## config.mk

```make
export PLATFORM = sky130hd
export DESIGN_NAME = mdb_master_framer_deframer_unit
export DESIGN_NICKNAME = d
export VERILOG_FILES = /design/src/rtl/core/mdbfd_pkg.sv /design/src/rtl/core/mdb_master_framer_deframer_unit.sv
export SDC_FILE = /design/constraint.sdc
export NUM_CORES = 1
export LEC_CHECK = 0
export BUFFER_PORTS_ARGS = -buffer_cell sky130_fd_sc_hd__buf_4
export CAP_MARGIN = 20
export CORE_MARGIN = 2
export CORE_UTILIZATION = 40
export CTS_BUF_LIST = sky130_fd_sc_hd__clkbuf_8
export CTS_CLUSTER_SIZE = 12
export DETAILED_ROUTE_END_ITERATION = 10
export SKIP_CTS_REPAIR_TIMING = 1
export SYNTH_ARGS = -nofsm -noshare
export SYNTH_HDL_FRONTEND = slang
export SYNTH_SLANG_ARGS = --single-unit
```

## constraint.sdc

```tcl
create_clock -name clk -period 4.25 [get_ports clk]
set_input_delay 0.85 -clock clk [delete_from_list [all_inputs] [get_ports clk]]
set_output_delay 0.85 -clock clk [all_outputs]
set_load 0.03 [all_outputs]
```

## src/rtl/core/mdbfd_pkg.sv

```systemverilog
// ----------------------------------------------------------------------------
// mdbfd_pkg
// Types, codes and constants of the 9-bit multi-drop bus master framer and
// deframer.
// ----------------------------------------------------------------------------
package mdbfd_pkg;

	// Longest message in either direction, in data bytes
	localparam int unsigned MAX_LEN = 36;

	localparam logic [5:0] SEND_CNT_MAX  = 6'(MAX_LEN);
	localparam logic [5:0] SEND_CNT_OVER = 6'(MAX_LEN + 1);
	// Raw receive bytes kept: data plus the three bytes of the end mark
	localparam logic [6:0] RECV_RAW_MAX  = 7'(MAX_LEN + 3);

	localparam logic [7:0] ESC_BYTE  = 8'hFF;
	localparam logic [7:0] MARK_BYTE = 8'h00;

	// Configuration register indexes
	localparam logic CFG_ACK  = 1'b0;
	localparam logic CFG_NACK = 1'b1;

	localparam logic [7:0] ACK_RESET  = 8'h00;
	localparam logic [7:0] NACK_RESET = 8'hFF;

	typedef enum logic [1:0] {
		MODE_SEND = 2'd0,
		MODE_RECV = 2'd1,
		MODE_END  = 2'd2,
		MODE_NONE = 2'd3
	} mode_t;

	typedef enum logic [1:0] {
		KIND_CHAR   = 2'd0,
		KIND_DATA   = 2'd1,
		KIND_STATUS = 2'd2
	} kind_t;

	typedef enum logic [2:0] {
		ST_OK       = 3'd0,
		ST_TIMEOUT  = 3'd1,
		ST_IO_ERR   = 3'd2,
		ST_CHECKSUM = 3'd3,
		ST_NO_MARK  = 3'd4,
		ST_BAD_LEN  = 3'd5
	} status_t;

	typedef struct packed {
		kind_t      kind;
		logic [7:0] out_byte;
		logic       ninth_bit;
		status_t    status;
		logic [5:0] reply_length;
		logic       last;
	} result_t;

	function automatic result_t mk_char(logic [7:0] c, logic ninth);
		result_t r;
		r              = '0;
		r.kind         = KIND_CHAR;
		r.out_byte     = c;
		r.ninth_bit    = ninth;
		r.status       = ST_OK;
		return r;
	endfunction

	function automatic result_t mk_data(logic [7:0] b);
		result_t r;
		r          = '0;
		r.kind     = KIND_DATA;
		r.out_byte = b;
		r.status   = ST_OK;
		return r;
	endfunction

	function automatic result_t mk_status(status_t st, logic [5:0] len);
		result_t r;
		r              = '0;
		r.kind         = KIND_STATUS;
		r.status       = st;
		r.reply_length = len;
		return r;
	endfunction

endpackage

```

## src/rtl/core/mdb_master_framer_deframer_unit.sv

```systemverilog
// ----------------------------------------------------------------------------
// mdb_master_framer_deframer_unit
// Master side of a 9-bit multi-drop bus: frames outgoing messages with the
// address and checksum, deframes escaped replies and reports a status.
// ----------------------------------------------------------------------------
//  channel   | direction | handshake         | payload
//  s_axis    | in        | s_tvalid/s_tready | tuser mode, tdata byte+address,
//            |           |                   | tlast send_last
//  m_axis    | out       | m_tvalid/m_tready | tuser kind, tdata result fields,
//            |           |                   | tlast final result of an item
//  cfg       | in        | cfg_we            | cfg_addr register, cfg_wdata
//
// An item is registered on accept, then worked out combinationally into up to
// three results that leave the output buffer one per cycle while m_tready is
// high. An item with more than one result holds the input register until its
// last result is taken, set by the single output port. A full input register
// and a result waiting on m_tready stall s_tready. Reset is asynchronous and
// clears all bus state.
// ----------------------------------------------------------------------------
module mdb_master_framer_deframer_unit
	import mdbfd_pkg::*;
(
	input  logic        clk,
	input  logic        arst_n,
	input  logic        s_tvalid,
	output logic        s_tready,
	input  logic [15:0] s_tdata,    // [7:0] data_byte, [15:8] address
	input  logic [1:0]  s_tuser,    // [1:0] mode
	input  logic        s_tlast,    // send_last
	output logic        m_tvalid,
	input  logic        m_tready,
	output logic [23:0] m_tdata,    // [7:0] out_byte, [8] ninth_bit,
	                                // [11:9] status, [17:12] reply_length, [23:18] zero
	output logic [1:0]  m_tuser,    // [1:0] kind
	output logic        m_tlast,    // last
	input  logic        cfg_we,
	input  logic        cfg_addr,
	input  logic [7:0]  cfg_wdata
);

	// Configuration
	logic [7:0] ack_q, nack_q;

	// Input register
	logic       valid_s1;
	mode_t      mode_s1;
	logic [7:0] byte_s1, addr_s1;
	logic       last_s1;

	// Bus state
	logic [7:0] send_sum_q, recv_sum_q;
	logic [5:0] send_cnt_q, recv_cnt_q;
	logic [7:0] la0_q, la1_q;
	logic [1:0] la_fill_q;
	logic       mark_seen_q, mark_extra_q;
	logic [7:0] mark_x_q;

	logic [7:0] send_sum_d, recv_sum_d;
	logic [5:0] send_cnt_d, recv_cnt_d;
	logic [7:0] la0_d, la1_d;
	logic [1:0] la_fill_d;
	logic       mark_seen_d, mark_extra_d;
	logic [7:0] mark_x_d;

	// Result buffer
	result_t    res_q [3];
	result_t    res_d [3];
	logic [1:0] rem_q, rptr_q;
	logic [1:0] n_d;
	result_t    head;

	logic       advance, buf_free, out_fire;
	logic [7:0] c_send, sum_send;
	logic [6:0] raw_cnt;

	// Handshake
	assign out_fire = m_tvalid && m_tready;
	assign buf_free = (rem_q == 2'd0) || ((rem_q == 2'd1) && m_tready);
	assign advance  = valid_s1 && buf_free;
	assign s_tready = !valid_s1 || buf_free;

	// Configuration writes
	always_ff @(posedge clk or negedge arst_n) begin
		if (!arst_n) begin
			ack_q  <= ACK_RESET;
			nack_q <= NACK_RESET;
		end else if (cfg_we) begin
			case (cfg_addr)
				CFG_ACK:  ack_q  <= cfg_wdata;
				CFG_NACK: nack_q <= cfg_wdata;
				default:  ;
			endcase
		end
	end

	// Capture the input item
	always_ff @(posedge clk or negedge arst_n) begin
		if (!arst_n) begin
			valid_s1 <= 1'b0;
		end else if (s_tready) begin
			valid_s1 <= s_tvalid;
		end
	end

	always_ff @(posedge clk) begin
		if (s_tready && s_tvalid) begin
			mode_s1 <= mode_t'(s_tuser);
			byte_s1 <= s_tdata[7:0];
			addr_s1 <= s_tdata[15:8];
			last_s1 <= s_tlast;
		end
	end

	// First byte carries the address; the checksum covers every character sent before it
	assign c_send   = (send_cnt_q == 6'd0) ? (addr_s1 | byte_s1) : byte_s1;
	assign sum_send = send_sum_q + c_send;
	assign raw_cnt  = {1'b0, recv_cnt_q} + {5'd0, la_fill_q};

	// Work out the results and the next state of one item
	always_comb begin
		send_sum_d   = send_sum_q;
		send_cnt_d   = send_cnt_q;
		recv_sum_d   = recv_sum_q;
		recv_cnt_d   = recv_cnt_q;
		la0_d        = la0_q;
		la1_d        = la1_q;
		la_fill_d    = la_fill_q;
		mark_seen_d  = mark_seen_q;
		mark_extra_d = mark_extra_q;
		mark_x_d     = mark_x_q;
		res_d[0]     = '0;
		res_d[1]     = '0;
		res_d[2]     = '0;
		n_d          = 2'd0;

		case (mode_s1)
			MODE_SEND: begin
				if (send_cnt_q > SEND_CNT_MAX) begin
					// Drop the rest of an overlong message
					if (last_s1) begin
						send_sum_d = '0;
						send_cnt_d = '0;
					end
				end else if (send_cnt_q == SEND_CNT_MAX) begin
					res_d[0] = mk_status(ST_BAD_LEN, 6'd0);
					n_d      = 2'd1;
					if (last_s1) begin
						send_sum_d = '0;
						send_cnt_d = '0;
					end else begin
						send_cnt_d = SEND_CNT_OVER;
					end
				end else begin
					// Start of message flushes the receive side
					if (send_cnt_q == 6'd0) begin
						recv_sum_d   = '0;
						recv_cnt_d   = '0;
						la0_d        = '0;
						la1_d        = '0;
						la_fill_d    = '0;
						mark_seen_d  = 1'b0;
						mark_extra_d = 1'b0;
						mark_x_d     = '0;
					end
					res_d[0]   = mk_char(c_send, send_cnt_q == 6'd0);
					n_d        = 2'd1;
					send_sum_d = sum_send;
					send_cnt_d = send_cnt_q + 6'd1;
					if (last_s1) begin
						res_d[1]   = mk_char(sum_send, 1'b0);
						n_d        = 2'd2;
						send_sum_d = '0;
						send_cnt_d = '0;
					end
				end
			end
			MODE_RECV: begin
				if (mark_seen_q) begin
					mark_extra_d = 1'b1;
				end else if (raw_cnt < RECV_RAW_MAX) begin
					if (la_fill_q == 2'd2) begin
						if (la0_q == ESC_BYTE && la1_q == MARK_BYTE) begin
							mark_seen_d  = 1'b1;
							mark_x_d     = byte_s1;
							mark_extra_d = 1'b0;
							la_fill_d    = '0;
						end else begin
							// Oldest lookahead byte is data
							res_d[0]   = mk_data(la0_q);
							n_d        = 2'd1;
							recv_sum_d = recv_sum_q + la0_q;
							recv_cnt_d = recv_cnt_q + 6'd1;
							la0_d      = la1_q;
							la1_d      = byte_s1;
						end
					end else begin
						if (la_fill_q[0]) begin
							la1_d = byte_s1;
						end else begin
							la0_d = byte_s1;
						end
						la_fill_d = la_fill_q + 2'd1;
					end
				end
			end
			MODE_END: begin
				if (mark_seen_q) begin
					if (recv_cnt_q == 6'd0 && !mark_extra_q) begin
						// Lone ACK or NACK reply
						if (mark_x_q == ack_q || mark_x_q == nack_q) begin
							res_d[0] = mk_data(mark_x_q);
							res_d[1] = mk_status(ST_OK, 6'd1);
							n_d      = 2'd2;
						end else begin
							res_d[0] = mk_status(ST_IO_ERR, 6'd0);
							n_d      = 2'd1;
						end
					end else if (mark_x_q == recv_sum_q) begin
						res_d[0] = mk_char(ack_q, 1'b0);
						res_d[1] = mk_status(ST_OK, recv_cnt_q);
						n_d      = 2'd2;
					end else begin
						res_d[0] = mk_char(nack_q, 1'b0);
						res_d[1] = mk_status(ST_CHECKSUM, recv_cnt_q);
						n_d      = 2'd2;
					end
				end else if (recv_cnt_q == 6'd0 && la_fill_q == 2'd0) begin
					res_d[0] = mk_status(ST_TIMEOUT, 6'd0);
					n_d      = 2'd1;
				end else begin
					// Flush the lookahead as data, then report no end mark
					case (la_fill_q)
						2'd0: begin
							res_d[0] = mk_status(ST_NO_MARK, recv_cnt_q);
							n_d      = 2'd1;
						end
						2'd1: begin
							res_d[0] = mk_data(la0_q);
							res_d[1] = mk_status(ST_NO_MARK, recv_cnt_q + 6'd1);
							n_d      = 2'd2;
						end
						default: begin
							res_d[0] = mk_data(la0_q);
							res_d[1] = mk_data(la1_q);
							res_d[2] = mk_status(ST_NO_MARK, recv_cnt_q + 6'd2);
							n_d      = 2'd3;
						end
					endcase
				end
				// End of transaction clears both directions
				send_sum_d   = '0;
				send_cnt_d   = '0;
				recv_sum_d   = '0;
				recv_cnt_d   = '0;
				la0_d        = '0;
				la1_d        = '0;
				la_fill_d    = '0;
				mark_seen_d  = 1'b0;
				mark_extra_d = 1'b0;
				mark_x_d     = '0;
			end
			default: ;
		endcase

		// Mark the final result of the item
		case (n_d)
			2'd1:    res_d[0].last = 1'b1;
			2'd2:    res_d[1].last = 1'b1;
			2'd3:    res_d[2].last = 1'b1;
			default: ;
		endcase
	end

	// Advance the bus state
	always_ff @(posedge clk or negedge arst_n) begin
		if (!arst_n) begin
			send_sum_q   <= '0;
			send_cnt_q   <= '0;
			recv_sum_q   <= '0;
			recv_cnt_q   <= '0;
			la0_q        <= '0;
			la1_q        <= '0;
			la_fill_q    <= '0;
			mark_seen_q  <= 1'b0;
			mark_extra_q <= 1'b0;
			mark_x_q     <= '0;
		end else if (advance) begin
			send_sum_q   <= send_sum_d;
			send_cnt_q   <= send_cnt_d;
			recv_sum_q   <= recv_sum_d;
			recv_cnt_q   <= recv_cnt_d;
			la0_q        <= la0_d;
			la1_q        <= la1_d;
			la_fill_q    <= la_fill_d;
			mark_seen_q  <= mark_seen_d;
			mark_extra_q <= mark_extra_d;
			mark_x_q     <= mark_x_d;
		end
	end

	// Result buffer: load on advance, drain one result per output handshake
	always_ff @(posedge clk or negedge arst_n) begin
		if (!arst_n) begin
			rem_q  <= '0;
			rptr_q <= '0;
		end else if (advance) begin
			rem_q  <= n_d;
			rptr_q <= '0;
		end else if (out_fire) begin
			rem_q  <= rem_q - 2'd1;
			rptr_q <= rptr_q + 2'd1;
		end
	end

	always_ff @(posedge clk) begin
		if (advance) begin
			res_q[0] <= res_d[0];
			res_q[1] <= res_d[1];
			res_q[2] <= res_d[2];
		end
	end

	// Select the head result
	always_comb begin
		case (rptr_q)
			2'd1:    head = res_q[1];
			2'd2:    head = res_q[2];
			default: head = res_q[0];
		endcase
	end

	assign m_tvalid = (rem_q != 2'd0);
	assign m_tuser  = head.kind;
	assign m_tlast  = head.last;
	assign m_tdata  = {6'd0, head.reply_length, head.status, head.ninth_bit, head.out_byte};

`ifndef SYNTHESIS
	// Buffer never reads past its three entries
	assert property (@(posedge clk) disable iff (!arst_n)
		(({1'b0, rptr_q} + {1'b0, rem_q}) <= 3'd3))
		else $error("result buffer pointer past end");

	// Only the final buffered result of an item carries last
	assert property (@(posedge clk) disable iff (!arst_n)
		m_tvalid |-> (m_tlast == (rem_q == 2'd1)))
		else $error("last flag out of place");

	// New results load only into an empty or emptying buffer
	assert property (@(posedge clk) disable iff (!arst_n)
		advance |-> (rem_q == 2'd0 || (rem_q == 2'd1 && out_fire)))
		else $error("results overwritten");

	// Send counter stops one past the limit
	assert property (@(posedge clk) disable iff (!arst_n)
		send_cnt_q <= SEND_CNT_OVER)
		else $error("send count out of range");

	// Lookahead holds at most two bytes and is empty after the end mark
	assert property (@(posedge clk) disable iff (!arst_n)
		(la_fill_q != 2'd3) && (!mark_seen_q || la_fill_q == 2'd0))
		else $error("lookahead fill out of range");
`endif

endmodule
```

# Word-level counts from Yosys, hierarchy flattened
# Memories as Yosys holds them, arrays and structs flattened.
# Cells that the tools add are included.
# totals
ramBits,63
elab_cells,209
n_memories,1
output_inout_bits,29
register_bits,96
# memory_table
memory,words,width,read_ports,rd_ports_with_merged_regs,write_ports,line,text
res_q,3,21,3,0,3,mdb_master_framer_deframer_unit.sv:66,result_t res_q [3];
# classes
reduce_logical,34
bitwise_logic,2
mux,111
addsub,9
eq_ne,31
magnitude_cmp,2
# op_table
operator,count
$mux 8,26
$mux 21,8
$mux 42,4
$pmux 21 s2,3
$pmux 8 s3,4
$mux 20,4
$mux 6,12
$pmux 21 s3,1
$mux 40,1
$mux 19,2
$mux 2,18
$reduce_and 9->1,4
$eq 8x8->1,3
$ne 3x3->1 const B,8
$mux 1,20
$pmux 6 s3,1
$add 8x8->8,2
$ne 2x2->1 const B,8
$pmux 8 s2,1
$reduce_and 8->1,2
$add 6x1->6 const B,2
$logic_not 6->1,2
$pmux 2 s3,2
$pmux 6 s2,1
other kinds (25),50

# Longest topological paths before layout
# Gate-level depths: netlist of run 1.
# logic_depth
depth_word,9
ltp_mapped,16

# Worst setup path before layout of run 1
# Ideal clock, no wire load.
# synth_timing
kind,input to register
from,input m_tready
to,register la1_q[0]
setup_time_ns,0.067
stages,8
required_time_ns,4.183
setup_slack_ns,0.821
n_path_buf,1
arrival_time_ns,3.362
path_cell_list,a21oi_1 -> nand2b_1 -> inv_1 -> o311a_1 -> buf_2 -> nand3_2 -> nor3_2 -> a22o_1
# synth_between
elab_chain_cells,4
# synth_rtl
element,line,text
"start, declared",mdb_master_framer_deframer_unit.sv:31,"input logic m_tready,"
$logic_and 1x1->1,mdb_master_framer_deframer_unit.sv:78,assign buf_free = (rem_q == 2'd0) || ((rem_q == 2'd1) && m_tready);
$logic_or 1x1->1,mdb_master_framer_deframer_unit.sv:78,
$logic_and 1x1->1,mdb_master_framer_deframer_unit.sv:79,assign advance = valid_s1 && buf_free;
via advance,mdb_master_framer_deframer_unit.sv:72,"logic advance, buf_free, out_fire;"
$reduce_and 9->1 (no line),n/a,
"end signal, assigned",mdb_master_framer_deframer_unit.sv:293,la1_q <= la1_d;
"end, declared",mdb_master_framer_deframer_unit.sv:53,"logic [7:0] la0_q, la1_q;"
# The timed path passes the listed nets, and every way through them passes these cells.
# A chain may end at the register's enable or synchronous reset.

==> metrics.md, run 1 <==
| Metric | Value |
|---|---|
| Clock Power Share | 18.5% |
| RSZ-0062 raised after global routing | no |
| Slew HR | 22.0% |
| Arr. time, crit path | 3.77 ns |
| Final min period | 3.55 ns |
| Crit path from | send_cnt_q[0]$_DFFE_PN0P_ |
| Combinational power share | 44.8% |
| Final net count | 813 |
| DP HPWL | 14.3 mm |
| Total CTS buffers | 17 |
| Fill cell count | 1810 |
| Clock skew | 0.0161 ns |
| Layout cells sized above 1 | 20.3% |
| CP Class | reg -> reg |
| Count leader, synth | dfrtp_1 |
| Final setup vio count | 0 |
| Worst VDD drop | 0.268 mV |
| Die outline height | 145 um |
| Asr flop ratio synth | 53.5% |
| Die area | 0.0210 mm^2 |
| Drt wl/cell | 18.8 um |
| Status | finished clean |
| Sequential share of the synthesized area | 49.7% |
| Top FF cell, synth | dfrtp_1 |
| Detail Route Antenna Nets | 0 |
| CTS Root Cell | clkbuf_8 |
| Via count | 5849 |
| Tcrit/Tclk final | 83.6% |
| WP data required | 4.47 ns |
| Worst min path class | in -> async |
| Worst-Skew Late Latency | 0.47 ns |
| Synth-to-Final Area Change | 12.8% |
| CTS tree | yes |
| Max H-tree Level | 4 |
| Vias in the first global route | 5802 |
| Cell area after synthesis | 0.00795 mm^2 |
| Initial Util | 40.9% |
| Setup_tns | 0 ns |
| Sequential Power Share | 36.7% |
| Die X | 145 um |
| Residual DRC count | 0 |
| Internal reg-to-reg setup slack | 0.70 ns |
| Top cells by area, synth | edfxtp_1, dfrtp_1, a22o_1, ha_1, mux2_2 |
| FP Rows | 51 |
| Synth area leader | edfxtp_1 |
| Initial antenna violation count | 0 |
| Global-route wire length before repair | 31.2 mm |
| Port Buffers | 55 |
| Top cell type's share of synthesized area | 25.3% |
| R2R cell count | 15 |
| Type of origin of the critical path | flop |
| Max-cap violations | 0 |
| CTS sink count | 144 |
| Tightest Pin Transition | 1.15 ns |
| Clk slew on worst S/H paths | 0.08 ns |
| Psw | 2.63 mW |
| Drt total wl | 19.4 mm |
| R2R Path End | res_q[0][38]$_SDFFCE_PP0P_ |
| Most frequent cells after synthesis | dfrtp_1, edfxtp_1, nand2_1, nor2_1, a22o_1 |
| Placer congestion estimate | 0.941 |
| Synth Instances | 712 |
| Largest net degree at the start of global routing | 78 |
| Power per cell area | 699 mW/mm^2 |
| Crit path to | res_q[0][38]$_SDFFCE_PP0P_ |
| CP Capture Type | flop |
| Sw frac | 42.0% |
| Number of synthesized flops with an enable pin | 67 |
| Ys Warns | 0 |
| Syn avg cell area | 11.2 um^2 |
| Gr ovfl total | 0 |
| FF+latch count, synth | 144 |
| Final hold vios | 0 |
| Iter 0 DRT Violations | 594 |
| Clock tree buffer depth | 2 |
| Cell Int Power | 3.64 mW |
| Post-synthesis cell type count | 73 |
| DRT Pass-1 Iters | 6 |
| Core area | 0.0195 mm^2 |
| Leakage | 3.74 nW |
| Pins Over Slew Limit | 0 |
| Crit-path max FO | 8 |
| Ports | 62 |
| Vias per cell | 5.67 |
| Gr usage total | 18.6% |
| Reg2reg start | send_cnt_q[0]$_DFFE_PN0P_ |
| Layout Utilization | 46.1% |
| F_max | 0.281 GHz |
-- cell families after synthesis --
kind of cell               count (synthesis)  synth area share (%)
other                                      1                0.0472
muxes                                     37                  5.04
and+or+nand+nor                          190                  13.2
DFF                                      144                  49.7
xor gates and xnor gates                  39                  4.30
AOI/OAI and AO/OA                        197                  18.7
adders and majority gates                 28                  4.69
buffers and inverters                     76                  4.39
-- power groups by stage --
stage               combinational, mW  clock (mW)  sequential, mW
CTS                              2.81        1.18            2.30
finish                           2.80        1.16            2.30
floorplan                        2.06           0            2.19
global route                     3.06        1.24            2.35
detailed placement               2.80           0            2.33
global placement                 2.72           0            2.31
-- area by class of cell --
type / instances / area, um^2 / share of cell area (%)
diodes: 1 / 2.50 / 0.0279
clock buffers: 19 / 262 / 2.92
clock inverters: 13 / 156 / 1.74
inverters: 31 / 116 / 1.30
multi-input cells: 497 / 3670 / 41.0
flip-flops and latches: 144 / 3950 / 44.0
well taps: 265 / 332 / 3.70
repair buffers: 61 / 478 / 5.33
-- layer usage --
metal	wire length [um]	vias up	GRT usage, %	share of wire (%)
met5	0	-	0	0
met2	9180	205	29.8	47
li1	-	2732	-	-
met4	369	0	5.59	1.9
met1	8830	2879	25.4	45
met3	1030	33	4.21	5.3
-- state kept, by name, summed over array words and instances (netlist names), 6 cells and up --
name        flops
res_q          48
ack_q           8
addr_s1         8
byte_s1         8
la0_q           8
la1_q           8
mark_x_q        8
nack_q          8
recv_sum_q      8
send_sum_q      8
recv_cnt_q      6
send_cnt_q      6
-- critical path: stages, from the launching register on --
cell and delay, ns:
dfrtp_1 0.43, inv_1 0.08, ha_1 0.17, nand2b_1 0.09
nor4_4 0.46, a21oi_1 0.20, inv_1 0.09, ha_1 0.16
inv_1 0.06, fa_1 0.39, nor2b_1 0.12, o21ai_0 0.10
a21boi_0 0.27, o21ai_0 0.22, and4_1 0.26, a211o_1 0.23
-- per-stage QoR --
stage | hold WS [ns] | worst slack, ns | cells | cell area (um^2) | total power, mW
floorplan | 0.439 | 0.821 | 717 | 7970 | 4.25
global placement | 0.455 | 0.939 | 997 | 8520 | 5.04
detailed placement | 0.461 | 0.732 | 997 | 8520 | 5.13
CTS | 0.478 | 0.725 | 1029 | 8940 | 6.29
global route | 0.157 | 0.361 | 1030 | 8960 | 6.65
finish | 0.191 | 0.696 | 1031 | 8970 | 6.27
-- cells in the final DEF, fill, tap and decap left out, types with 11 or more instances in the layout --
cell / instances
nor2_1: 43
inv_1: 32
a22o_1: 42
buf_4: 60
xnor2_1: 19
dfrtp_1: 69
o21ai_0: 37
nand2_1: 48
clkbuf_8: 19
nand3_1: 13
a21oi_1: 28
and2_1: 11
ha_1: 25
xor2_1: 20
mux2i_1: 13
edfxtp_1: 67
mux2_2: 24
-- worst min-delay path by stage --
stage	endpoint	slack, ns	depth (start not counted)
after global routing	send_sum_q[1]$_DFFE_PN0P_	0.16	1
after detailed placement	rem_q[1]$_DFFE_PN0P_	0.46	2
final	send_sum_q[1]$_DFFE_PN0P_	0.19	1
after floorplan	rem_q[1]$_DFFE_PN0P_	0.44	2
after CTS	rem_q[1]$_DFFE_PN0P_	0.48	2
after global placement	rem_q[1]$_DFFE_PN0P_	0.46	2
(Power assumes the default switching activity.)
==> run 2, diff against run 1 <==
Settings changed: ABC_AREA set to 1.
Clock period 4.25 ns to 2.9 ns, I/O delays scaled along.
==> run 2 against run 1 <==
  * Total power grew 59%
  * Hold slack lost 0.027 ns
  * Synthesized area up 4.0%
  * Die area rose by 3.9%
  * Sequential power increased by 46%
  * Clock skew fell by 0.00099 ns
  * Worst setup slack got worse by 0.49 ns
  * Critical endpoint is now m_tdata[5]
  * Largest cell class unchanged
  * Highest routed layer unchanged
==> metrics.md, run 2 <==
| Metric | Value |
|---|---|
| Antenna cells | 0 |
| Worst min path class | in -> async |
| R2R cell count | 18 |
| Cell Int Power | 5.37 mW |
| CP Capture Type | output port |
| Routed wl met2 | 9.46 mm |
| Pins Over Slew Limit | 0 |
| Largest net degree at the start of global routing | 52 |
| Combinational power share | 50.6% |
| Global-route wire length before repair | 34.5 mm |
| Count leader, synth | nand2_1 |
| Iter 0 DRT Violations | 497 |
| Arr. time, crit path | 2.12 ns |
| Max H-tree Level | 4 |
| Clock Power Share | 15.8% |
| Initial antenna violation count | 0 |
| Layout cells sized above 1 | 14.2% |
| F_max | 0.371 GHz |
| Slew HR | 48.3% |
| Highest routed layer | met4 |
| WL met3 | 1.25 mm |
| Hold Worst Slack | 0.163 ns |
| CTS tree | yes |
| Reg2reg start | send_cnt_q[1]$_DFFE_PN0P_ |
| Power per cell area | 1060 mW/mm^2 |
| Most frequent cells after synthesis | nand2_1, inv_1, nand3_1, dfrtp_1, nor2_1 |
| Detail Route Antenna Nets | 0 |
| Sw frac | 46.2% |
| Status | finished clean |
| Synth Instances | 1004 |
| Crit-path max FO | 18 |
| Synth area leader | edfxtp_1 |
| Top cell type's share of synthesized area | 24.3% |
| FP Rows | 52 |
| Top cells by area, synth | edfxtp_1, dfrtp_1, nand2_1, nand3_1, inv_1 |
| R2R Path End | res_q[0][38]$_SDFFCE_PP0P_ |
| Max FFs per register | 48 |
| Final setup vio count | 0 |
| Max-cap violations | 0 |
| Die X | 148 um |
| Setup_tns | 0 ns |
| Final net count | 1136 |
| Gr usage total | 20.1% |
| Vias in the first global route | 6796 |
| CP Class | reg -> out |
| Residual DRC count | 0 |
| DP HPWL | 15.7 mm |
| Sequential share of the synthesized area | 47.8% |
| Vias per cell | 5.12 |
| Final min period | 2.70 ns |
| Core area | 0.0202 mm^2 |
| Clock skew | 0.0151 ns |
| Final hold vios | 0 |
| Leakage | 4.37 nW |
| Top FF cell, synth | dfrtp_1 |
| Clk slew on worst S/H paths | 0.08 ns |
| Number of synthesized flops with an enable pin | 67 |
| Ports | 62 |
| FF+latch count, synth | 144 |
| Drt total wl | 20.9 mm |
| DRT Pass-1 Iters | 5 |
| Met1 WL | 9.79 mm |
| Psw | 4.60 mW |
| Cell area after synthesis | 0.00827 mm^2 |
| Drt wl/cell | 15.4 um |
| Post-synthesis cell type count | 46 |
| Via count | 6950 |
| Largest Register | res_q |
| Die area | 0.0218 mm^2 |
| Most common cell after layout, fill and taps aside | nand2_1 |
| Port Buffers | 55 |
| Worst-Skew Late Latency | 0.45 ns |
| Initial Util | 40.9% |
| Tcrit/Tclk final | 93.0% |
| Most frequent cells in the layout | nand2_1, inv_1, nand3_1 |
| Syn avg cell area | 8.23 um^2 |
| Synth-to-Final Area Change | 14.0% |
| Total CTS buffers | 17 |
| Gr ovfl total | 0 |
| Type of origin of the critical path | flop |
| Sequential Power Share | 33.6% |
| Internal reg-to-reg setup slack | 0.21 ns |
| Clock tree buffer depth | 2 |
| WP data required | 2.32 ns |
| CTS sink count | 144 |
| Placer congestion estimate | 0.920 |
| Asr flop ratio synth | 53.5% |
| Die outline height | 148 um |
| Worst VDD drop | 0.441 mV |
| Ys Warns | 0 |
| CTS Root Cell | clkbuf_8 |
| Tightest Pin Transition | 0.775 ns |
[run 2: cell types whose count changed in the layout (fill, tap and decap cells not counted), moves of 13 or more]
cell,delta
a22o_1,-33
o21ai_0,+27
nand2_1,+235
mux2_2,-24
buf_4,+14
inv_1,+78
nand3_1,+78
mux2i_1,-13
nor2_1,+24
nand4_1,+26
[run 2: cell type report]
| cell class | instances | area (um^2) |
|---|---|---|
| inverters | 125 | 473 |
| flip-flops and latches | 144 | 3950 |
| well taps | 270 | 338 |
| multi-input cells | 713 | 3730 |
| clock inverters | 15 | 148 |
| fillers | 2023 | 10800 |
| repair buffers | 74 | 556 |
| clock buffers | 17 | 234 |
[run 2: worst max-delay path by stage]
| stage | depth (start not counted) | startpoint | end | slack, ns |
|---|---|---|---|---|
| floorplan | 18 | send_cnt_q[0]$_DFFE_PN0P_ | res_q[0][38]$_SDFFCE_PP0P_ | 0.23 |
| global placement | 18 | send_cnt_q[0]$_DFFE_PN0P_ | res_q[0][38]$_SDFFCE_PP0P_ | 0.13 |
| detailed placement | 18 | send_cnt_q[0]$_DFFE_PN0P_ | res_q[0][38]$_SDFFCE_PP0P_ | 0.04 |
| CTS | 8 | rptr_q[0]$_DFFE_PN0P_ | m_tdata[5] | -0.03 |
| global route | 18 | send_cnt_q[1]$_DFFE_PN0P_ | res_q[0][38]$_SDFFCE_PP0P_ | -0.009 |
| finish | 8 | rptr_q[0]$_DFFE_PN0P_ | m_tdata[5] | 0.20 |
[run 2: cell families after synthesis]
logic type	share of synthesized area [%]
flops	47.8
compound gates	9.64
other cells	0.0454
buf+inv	7.55
fa+ha+maj	4.51
simple gates	27.4
xor+xnor	3.07
[run 2: power by group through the flow]
stage                     clock network, mW  registers [mW]  logic [mW]
final                                  1.57            3.35        5.05
after global routing                   1.69            3.43        5.63
after CTS                              1.60            3.35        4.97
after detailed placement                  0            3.39        4.95
after global placement                    0            3.38        4.90
after floorplan                           0            3.23        3.52
[run 2: critical path, stage by stage, from the launching register on]
cell and delay, ns:
dfrtp_1 0.35, inv_1 0.07, ha_1 0.34, clkinvlp_4 0.13
nand2_1 0.10, clkinv_1 0.06, buf_4 0.20, a22o_1 0.23
buf_4 0.18
[run 2: routing by layer]
layer,track usage [%],vias to the layer above
li1,-,3470
met1,28.1,3254
met2,31.6,196
met3,4.57,30
met4,5.63,0
met5,0,-
[run 2: stage by stage]
| stage | cell area [um^2] | total power, mW | cells | utilization [%] | setup WS [ns] |
|---|---|---|---|---|---|
| final | 9430 | 9.97 | 1358 | 46.6 | 0.204 |
| after CTS | 9390 | 9.92 | 1355 | 46.4 | -0.0258 |
| after detailed placement | 9010 | 8.34 | 1323 | 44.5 | 0.0391 |
| after global placement | 9010 | 8.28 | 1323 | 44.5 | 0.126 |
| after floorplan | 8290 | 6.75 | 1009 | - | 0.232 |
| after global routing | 9430 | 10.8 | 1358 | 46.6 | -0.00898 |
